**config.mk**
```make
export PLATFORM = sky130hd
export DESIGN_NAME = alpha_premultiply_unpremultiply_flat
export DESIGN_NICKNAME = d
export VERILOG_FILES = /design/src/apu_pkg.sv /design/src/apu_if.sv /design/src/apu_lane.sv /design/src/apu_merge.sv /design/src/alpha_premultiply_unpremultiply.sv /design/src/flat_wrapper.sv
export SDC_FILE = /design/constraint.sdc
export NUM_CORES = 2
export LEC_CHECK = 0
export ABC_CLOCK_PERIOD_IN_PS = 10600
export BUFFER_PORTS_ARGS = -buffer_cell sky130_fd_sc_hd__buf_2
export CAP_MARGIN = 20
export CORE_MARGIN = 3
export CORE_UTILIZATION = 42
export DETAILED_ROUTE_END_ITERATION = 6
export PLACE_DENSITY_LB_ADDON = 0.25
export SLEW_MARGIN = 20
export SYNTH_ARGS = -nofsm -noshare
export SYNTH_HDL_FRONTEND = slang
export SYNTH_HIERARCHICAL = 1
export SYNTH_SLANG_ARGS = --single-unit
```
**constraint.sdc**
```tcl
create_clock -name clk -period 10.6 [get_ports clk]
set_clock_uncertainty 0.2 [all_clocks]
set_input_delay 0 -clock clk [delete_from_list [all_inputs] [get_ports clk]]
set_output_delay 0 -clock clk [all_outputs]
set_load 0.01 [all_outputs]
```
**src/apu_pkg.sv**
```systemverilog
package apu_pkg;

    // pipeline depth: one capture stage, then the divider stages
    localparam int NUM_STG   = 5;
    localparam int NUM_LANES = 3;
    localparam int NUM_W     = 16;
    localparam int DIV_STEP  = NUM_W / (NUM_STG - 1);

    localparam int CFG_IDX_W  = 2;
    localparam int CFG_DATA_W = 1;

    localparam logic [CFG_IDX_W-1:0] CFG_MODE       = 2'd0;
    localparam logic [CFG_IDX_W-1:0] CFG_BYTE_ORDER = 2'd1;
    localparam logic [CFG_IDX_W-1:0] CFG_FORMAT     = 2'd2;

    localparam logic MODE_PREMUL   = 1'b0;
    localparam logic MODE_UNPREMUL = 1'b1;

    localparam logic ORDER_ARGB = 1'b0;
    localparam logic ORDER_BGRA = 1'b1;

    typedef struct packed {
        logic mode;
        logic conv;
    } apu_ctl_t;

    typedef struct packed {
        logic [7:0]       rem;
        logic [NUM_W-1:0] num;
        logic [7:0]       quo;
    } apu_div_t;

endpackage

```
**src/apu_if.sv**
```systemverilog
interface apu_in_if;
    logic       valid;
    logic       ready;
    logic [7:0] in_byte0;
    logic [7:0] in_byte1;
    logic [7:0] in_byte2;
    logic [7:0] in_byte3;

    modport source (output valid, in_byte0, in_byte1, in_byte2, in_byte3, input ready);
    modport sink   (input valid, in_byte0, in_byte1, in_byte2, in_byte3, output ready);
endinterface

interface apu_out_if;
    logic       valid;
    logic       ready;
    logic [7:0] out_byte0;
    logic [7:0] out_byte1;
    logic [7:0] out_byte2;
    logic [7:0] out_byte3;

    modport source (output valid, out_byte0, out_byte1, out_byte2, out_byte3, input ready);
    modport sink   (input valid, out_byte0, out_byte1, out_byte2, out_byte3, output ready);
endinterface

interface apu_cfg_if;
    logic                             valid;
    logic                             ready;
    logic [apu_pkg::CFG_IDX_W-1:0]    index;
    logic [apu_pkg::CFG_DATA_W-1:0]   data;

    modport source (output valid, index, data, input ready);
    modport sink   (input valid, index, data, output ready);
endinterface

```
**src/apu_lane.sv**
```systemverilog
module apu_lane (
    input  logic                          clk,
    input  logic [apu_pkg::NUM_STG-1:0]   en,
    input  logic [7:0]                    alpha,
    input  logic [7:0]                    colour,
    input  apu_pkg::apu_ctl_t             ctl,
    output logic [7:0]                    res
);

    localparam int LAST = apu_pkg::NUM_STG - 1;

    logic [7:0]                   a_reg    [apu_pkg::NUM_STG];
    logic [7:0]                   c_reg    [apu_pkg::NUM_STG];
    apu_pkg::apu_ctl_t            ctl_reg  [apu_pkg::NUM_STG];
    apu_pkg::apu_div_t            div_reg  [apu_pkg::NUM_STG];
    apu_pkg::apu_div_t            div_next [1:apu_pkg::NUM_STG-1];
    logic [7:0]                   pm_reg   [1:apu_pkg::NUM_STG-1];
    logic [apu_pkg::NUM_W-1:0]    prod_reg;
    logic [apu_pkg::NUM_W-1:0]    prod_next;
    logic [apu_pkg::NUM_W-1:0]    num_next;
    logic [7:0]                   pm_next;
    logic [apu_pkg::NUM_W:0]      pm_sum;

    // a*c + 254 stays below 2^16
    assign prod_next = apu_pkg::NUM_W'({8'h00, alpha} * {8'h00, colour})
                     + apu_pkg::NUM_W'(254);
    // c*255 as c*256 - c
    assign num_next  = {colour, 8'h00} - {8'h00, colour};

    // x/255 for x below 65535 as (x + (x>>8) + 1) >> 8
    assign pm_sum  = {1'b0, prod_reg} + {9'h000, prod_reg[apu_pkg::NUM_W-1:8]}
                   + (apu_pkg::NUM_W+1)'(1);
    assign pm_next = pm_sum[15:8];

    always_ff @(posedge clk)
    begin
        if (en[0])
        begin
            a_reg[0]   <= alpha;
            c_reg[0]   <= colour;
            ctl_reg[0] <= ctl;
            prod_reg   <= prod_next;
            div_reg[0] <= '{rem: 8'h00, num: num_next, quo: 8'h00};
        end
    end

    for (genvar s = 1; s < apu_pkg::NUM_STG; s++)
    begin : g_stg
        // restoring division, DIV_STEP quotient bits per stage
        always_comb
        begin
            logic [8:0] r9;
            logic       qb;
            div_next[s] = div_reg[s-1];
            for (int i = 0; i < apu_pkg::DIV_STEP; i++)
            begin
                r9 = {div_next[s].rem, div_next[s].num[apu_pkg::NUM_W-1]};
                div_next[s].num = {div_next[s].num[apu_pkg::NUM_W-2:0], 1'b0};
                if (r9 >= {1'b0, a_reg[s-1]})
                begin
                    div_next[s].rem = 8'(r9 - {1'b0, a_reg[s-1]});
                    qb = 1'b1;
                end
                else
                begin
                    div_next[s].rem = r9[7:0];
                    qb = 1'b0;
                end
                div_next[s].quo = {div_next[s].quo[6:0], qb};
            end
        end

        always_ff @(posedge clk)
        begin
            if (en[s])
            begin
                a_reg[s]   <= a_reg[s-1];
                c_reg[s]   <= c_reg[s-1];
                ctl_reg[s] <= ctl_reg[s-1];
                div_reg[s] <= div_next[s];
            end
        end

        if (s == 1)
        begin : g_pm_first
            always_ff @(posedge clk)
            begin
                if (en[s])
                    pm_reg[s] <= pm_next;
            end
        end
        else
        begin : g_pm_pass
            always_ff @(posedge clk)
            begin
                if (en[s])
                    pm_reg[s] <= pm_reg[s-1];
            end
        end
    end

    always_comb
    begin
        if (!ctl_reg[LAST].conv)
            res = c_reg[LAST];
        else if (ctl_reg[LAST].mode == apu_pkg::MODE_PREMUL)
            res = pm_reg[LAST];
        else if (a_reg[LAST] == 8'h00)
            res = c_reg[LAST];
        else
            res = div_reg[LAST].quo;
    end

endmodule

```
**src/apu_merge.sv**
```systemverilog
module apu_merge (
    input  logic                              order,
    input  logic [7:0]                        alpha,
    input  logic [apu_pkg::NUM_LANES-1:0][7:0] lane_res,
    output logic [3:0][7:0]                   pix
);

    // put the colour lanes back around alpha in memory order
    always_comb
    begin
        case (order)
            apu_pkg::ORDER_BGRA:
            begin
                pix[0] = lane_res[0];
                pix[1] = lane_res[1];
                pix[2] = lane_res[2];
                pix[3] = alpha;
            end
            default:
            begin
                pix[0] = alpha;
                pix[1] = lane_res[0];
                pix[2] = lane_res[1];
                pix[3] = lane_res[2];
            end
        endcase
    end

endmodule

```
**src/alpha_premultiply_unpremultiply.sv**
```systemverilog
// Alpha premultiply / unpremultiply for one 32-bit pixel per transfer.
// pixel: input channel, four bytes in memory order; result: output channel,
// the converted bytes in the same order; cfg: register writes, index 0 mode
// (0 premultiply, 1 unpremultiply), 1 byte order (0 A,R,G,B, 1 B,G,R,A),
// 2 format (1 convert, 0 pass through). Only data bit 0 is used, other
// indexes are dropped; cfg is always ready. Write cfg only while idle.
// Three colour lanes run side by side, alpha travels beside them and the
// merge puts the bytes back in place.
// Throughput is one pixel per cycle while result is not stalled, set by the
// 5-stage lane pipeline: a capture stage with the 8x8 multiply, then four
// stages of a restoring divider at four quotient bits each.
// Each stage moves on when the next one is empty or moving, so a stalled
// result only holds the stages behind it once they fill up; bubbles close.
// Reset clears all valid bits and sets mode 0, byte order 1, format 1.
module alpha_premultiply_unpremultiply (
    input  logic      clk,
    input  logic      rst_n,
    apu_in_if.sink    pixel,
    apu_out_if.source result,
    apu_cfg_if.sink   cfg
);

    localparam int LAST = apu_pkg::NUM_STG - 1;

    logic                                mode_reg;
    logic                                order_reg;
    logic                                format_reg;
    logic [apu_pkg::NUM_STG-1:0]         valid_reg;
    logic [apu_pkg::NUM_STG-1:0]         order_pipe_reg;
    logic [7:0]                          alpha_reg [apu_pkg::NUM_STG];
    logic [apu_pkg::NUM_STG-1:0]         en;
    logic [7:0]                          in_alpha;
    logic [apu_pkg::NUM_LANES-1:0][7:0]  in_colour;
    logic [apu_pkg::NUM_LANES-1:0][7:0]  lane_res;
    logic [3:0][7:0]                     pix;
    apu_pkg::apu_ctl_t                   in_ctl;

    assign cfg.ready = 1'b1;

    always_ff @(posedge clk or negedge rst_n)
    begin
        if (!rst_n)
        begin
            mode_reg   <= apu_pkg::MODE_PREMUL;
            order_reg  <= apu_pkg::ORDER_BGRA;
            format_reg <= 1'b1;
        end
        else if (cfg.valid)
        begin
            case (cfg.index)
                apu_pkg::CFG_MODE:       mode_reg   <= cfg.data[0];
                apu_pkg::CFG_BYTE_ORDER: order_reg  <= cfg.data[0];
                apu_pkg::CFG_FORMAT:     format_reg <= cfg.data[0];
                default:                 ;
            endcase
        end
    end

    // stage enables, back to front
    always_comb
    begin
        en[LAST] = !valid_reg[LAST] || result.ready;
        for (int s = LAST - 1; s >= 0; s--)
            en[s] = !valid_reg[s] || en[s+1];
    end

    assign pixel.ready = en[0];

    always_ff @(posedge clk or negedge rst_n)
    begin
        if (!rst_n)
            valid_reg <= '0;
        else
        begin
            if (en[0])
                valid_reg[0] <= pixel.valid;
            for (int s = 1; s < apu_pkg::NUM_STG; s++)
                if (en[s])
                    valid_reg[s] <= valid_reg[s-1];
        end
    end

    always_comb
    begin
        case (order_reg)
            apu_pkg::ORDER_BGRA:
            begin
                in_alpha     = pixel.in_byte3;
                in_colour[0] = pixel.in_byte0;
                in_colour[1] = pixel.in_byte1;
                in_colour[2] = pixel.in_byte2;
            end
            default:
            begin
                in_alpha     = pixel.in_byte0;
                in_colour[0] = pixel.in_byte1;
                in_colour[1] = pixel.in_byte2;
                in_colour[2] = pixel.in_byte3;
            end
        endcase
    end

    assign in_ctl = '{mode: mode_reg, conv: format_reg};

    always_ff @(posedge clk)
    begin
        if (en[0])
        begin
            alpha_reg[0]      <= in_alpha;
            order_pipe_reg[0] <= order_reg;
        end
        for (int s = 1; s < apu_pkg::NUM_STG; s++)
            if (en[s])
            begin
                alpha_reg[s]      <= alpha_reg[s-1];
                order_pipe_reg[s] <= order_pipe_reg[s-1];
            end
    end

    for (genvar l = 0; l < apu_pkg::NUM_LANES; l++)
    begin : g_lane
        apu_lane u_lane (
            .clk    (clk),
            .en     (en),
            .alpha  (in_alpha),
            .colour (in_colour[l]),
            .ctl    (in_ctl),
            .res    (lane_res[l])
        );
    end

    apu_merge u_merge (
        .order    (order_pipe_reg[LAST]),
        .alpha    (alpha_reg[LAST]),
        .lane_res (lane_res),
        .pix      (pix)
    );

    assign result.valid     = valid_reg[LAST];
    assign result.out_byte0 = pix[0];
    assign result.out_byte1 = pix[1];
    assign result.out_byte2 = pix[2];
    assign result.out_byte3 = pix[3];

`ifndef NO_ASSERTIONS
    a_full_stall_blocks: assert property (@(posedge clk) disable iff (!rst_n)
        ((&valid_reg) && !result.ready) |-> !pixel.ready)
        else $error("input taken while pipeline full and stalled");

    a_empty_takes: assert property (@(posedge clk) disable iff (!rst_n)
        (valid_reg == '0) |-> pixel.ready)
        else $error("empty pipeline refuses input");

    a_alpha_kept: assert property (@(posedge clk) disable iff (!rst_n)
        (result.valid && order_pipe_reg[LAST] == apu_pkg::ORDER_BGRA)
        |-> (result.out_byte3 == alpha_reg[LAST]))
        else $error("alpha byte altered");

    a_stall_holds: assert property (@(posedge clk) disable iff (!rst_n)
        (result.valid && !result.ready) |=> (valid_reg[LAST] && $stable(pix)))
        else $error("stalled result changed");
`endif

endmodule
```
**src/flat_wrapper.sv**
```systemverilog
// flat-port wrapper written by rule: the top's interface ports become plain ports
module alpha_premultiply_unpremultiply_flat 
  (clk, rst_n, pixel_valid, pixel_in_byte0, pixel_in_byte1, pixel_in_byte2, pixel_in_byte3, pixel_ready, result_valid, result_out_byte0, result_out_byte1, result_out_byte2, result_out_byte3, result_ready, cfg_valid, cfg_index, cfg_data, cfg_ready);
  apu_in_if pixel_i ();
  apu_out_if result_i ();
  apu_cfg_if cfg_i ();
  input  logic clk;
  input  logic rst_n;
  input wire logic [$bits(pixel_i.valid)-1:0] pixel_valid;
  input wire logic [$bits(pixel_i.in_byte0)-1:0] pixel_in_byte0;
  input wire logic [$bits(pixel_i.in_byte1)-1:0] pixel_in_byte1;
  input wire logic [$bits(pixel_i.in_byte2)-1:0] pixel_in_byte2;
  input wire logic [$bits(pixel_i.in_byte3)-1:0] pixel_in_byte3;
  output wire logic [$bits(pixel_i.ready)-1:0] pixel_ready;
  output wire logic [$bits(result_i.valid)-1:0] result_valid;
  output wire logic [$bits(result_i.out_byte0)-1:0] result_out_byte0;
  output wire logic [$bits(result_i.out_byte1)-1:0] result_out_byte1;
  output wire logic [$bits(result_i.out_byte2)-1:0] result_out_byte2;
  output wire logic [$bits(result_i.out_byte3)-1:0] result_out_byte3;
  input wire logic [$bits(result_i.ready)-1:0] result_ready;
  input wire logic [$bits(cfg_i.valid)-1:0] cfg_valid;
  input wire logic [$bits(cfg_i.index)-1:0] cfg_index;
  input wire logic [$bits(cfg_i.data)-1:0] cfg_data;
  output wire logic [$bits(cfg_i.ready)-1:0] cfg_ready;
  assign pixel_i.valid = pixel_valid;
  assign pixel_i.in_byte0 = pixel_in_byte0;
  assign pixel_i.in_byte1 = pixel_in_byte1;
  assign pixel_i.in_byte2 = pixel_in_byte2;
  assign pixel_i.in_byte3 = pixel_in_byte3;
  assign pixel_ready = pixel_i.ready;
  assign result_valid = result_i.valid;
  assign result_out_byte0 = result_i.out_byte0;
  assign result_out_byte1 = result_i.out_byte1;
  assign result_out_byte2 = result_i.out_byte2;
  assign result_out_byte3 = result_i.out_byte3;
  assign result_i.ready = result_ready;
  assign cfg_i.valid = cfg_valid;
  assign cfg_i.index = cfg_index;
  assign cfg_i.data = cfg_data;
  assign cfg_ready = cfg_i.ready;
  alpha_premultiply_unpremultiply u_core (.clk(clk), .rst_n(rst_n), .pixel(pixel_i), .result(result_i), .cfg(cfg_i));
endmodule
```
==> flow_summary.toml <==
[run_status]
outcome = "finished clean"

[global_routing]
grt_overflow = 0
grt_pass1_vias = 32051
grt_antenna_before_repair = 5
grt_use_total = 0.177
grt_pass1_wl_um = 172000
grt_max_degree = 134

[worst_setup_path]
crit_cells = 33
path_buf_inv = 2
critPathMaxStageDelay_ns = 0.54
path_delay_family = "compound AO/OA/AOI/OAI gates"
worst_path_max_delay_cell = "a311oi_4"
cp.arrival_ns = 9.79
rr_worst_depth = 33
end_kind = "register"
cpMostUsedCell = "o21ai_0"
cp-start-kind = "register"
crit_required_ns = 10.76
cp_max_fo = 14
worstSetupPathType = "register to register"

[drt]
avgViaCountPerCell = 5.30
ant_nets = 0
via_count = 32035
wl_um = 107000
avgRoutedWirePerCell_um = 17.7
drc_errors = 0
drt_first_pass_iters = 5
drt_iter0_drc = 1740

[finish]
final_layout_size_suffix_gt1_frac = 0.114
syn_to_final_growth_pct = 10.8
largest_reg_flops = 216
nets = 5165

[synthesis]
syn_avg_cell_area_um2 = 11.3
synth_nets = 5007
synth_most_common_cell = "edfxtp_1"
synth_top_flop_cell = "edfxtp_1"
netlist_instances = 4313
ys_seq_elements = 683
yosys-top-cells-area = "edfxtp_1, ha_1, fa_1, mux2_2, inv_1"
async_flop_share = 0.0117
synth_area_um2 = 48600
yosysWarnings = 6
synth_edf_count = 675
synth_common_cells = "edfxtp_1, ha_1, inv_1"
yosysTopAreaCell = "edfxtp_1"
synth.distinct_cells = 110
seq_area_frac_synth = 0.421
synth_top_cell_area_share = 0.417

[worst_hold_path]
whs_path_depth = 4
hold_path_class = "primary input to register"

[sta]
worst_pin_slew_ns = 1.05
post-route-period-util = 0.908
finalWorstSetupSlack_ns = 0.973
rsz0062_at_grt = "no"
slew_violations = 0
relSlewSlack = 0.301
final_hold_viol_count = 0
final-setup-viol-count = 0
min_period_ns = 9.63
finalSetupTns_ns = 0
fmax_mhz = 104

[die]
rows = 124
die-area_um2 = 120000
io_pins = 75
die_x_um = 346
design.core.area_um2 = 115000
start_util = 0.424
die-height_um = 346

[placed_design]
pre_cts_slack_ns = 0.797
hpwlAfterDp_um = 79400
gp_congestion = 0.850
portBuffers = 73

[clocking]
tritoncts = "built"
cts_buffers = 77
path_clk_slew_ns = 0.06
htreeDepth = 3
clock_path_buffers = 3
cts.sinks = 683
insertion_delay_ns = 0.62
clockRootBuffer = "clkbuf_16"

[flow_run]
drv_cap = 0
## cells by family after synthesis
logic type | synth area share
flip-flops | 0.421
XOR/XNOR | 0.0450
AO/OA/AOI/OAI | 0.113
AND/OR/NAND/NOR | 0.110
buffers and inverters | 0.0448
other | 0.0000771
adder cells (fa/ha/maj) | 0.194
multiplexers | 0.0715
## tightest hold or removal path: stages
cell and delay, ns:
buf_2 0.11, nand3b_1 0.06, dlygate4sd3_1 0.55, mux2_2 0.15
## final cells by class
class / instances / area [um^2]
sequential: 683 / 20500
timing repair buffer: 149 / 1100
tap: 1512 / 1890
antenna: 1 / 2.50
multi-input combinational: 3091 / 26000
inverter: 469 / 1770
fill: 10378 / 60800
clock buffer: 88 / 2010
clock inverter: 56 / 603
## cells in the final DEF, fill, tap and decap left out, types with 155 or more instances in the layout
master / count
o21ai_0: 198
mux2_2: 155
ha_1: 486
a21oi_1: 208
inv_1: 463
nor2_1: 233
edfxtp_1: 675
nand2_1: 290
fa_1: 168
xnor2_1: 172
## stage by stage
stage / hold WS, ns / instances / util / cell area [um^2]
global route: 0.0767 / 6048 / 0.470 / 53900
finish: 0.0772 / 6049 / 0.470 / 53900
global placement: -0.302 / 5845 / 0.442 / 50600
floorplan: -0.496 / 4313 / - / 48600
detailed placement: -0.297 / 5845 / 0.442 / 50600
CTS: 0.0315 / 6048 / 0.470 / 53900
## timing repair
action | in CTS | in global routing
setup buffers | 0 | 0
hold buffers | 59 | 0
setup endpoints to repair | 0 | 7
hold endpoints to repair | 141 | 0
gates resized for setup | 0 | 2
## metal layers
layer	track usage	wire length, um
met2	0.302	50500
met1	0.240	50000
met3	0.0210	3860
met5	0	0
met4	0.0480	2490
## final timing paths
kind,startpoint,end,slack (ns)
worst max-delay path,u_core/g_lane[2].u_lane/a_reg[0][17]$_DFFE_PP_,u_core/g_lane[2].u_lane/div_reg[3][25]$_DFFE_PP_,0.97
max in group asynchronous,rst_n,u_core/valid_reg[0]$_DFFE_PN0P_,9.50
worst min-delay path,cfg_index[0],u_core/order_reg$_DFFE_PN1P_,0.08
worst min register to register,u_core/g_lane[2].u_lane/div_reg[1][19]$_DFFE_PP_,u_core/g_lane[2].u_lane/div_reg[2][23]$_DFFE_PP_,0.20
worst max register to register,u_core/g_lane[2].u_lane/a_reg[0][17]$_DFFE_PP_,u_core/g_lane[2].u_lane/div_reg[3][25]$_DFFE_PP_,0.97
min in group asynchronous,rst_n,u_core/mode_reg$_DFFE_PN0P_,0.28
Power is not shown: default switching activity piles up to over one toggle a cycle in this logic, so the estimate is an artifact.
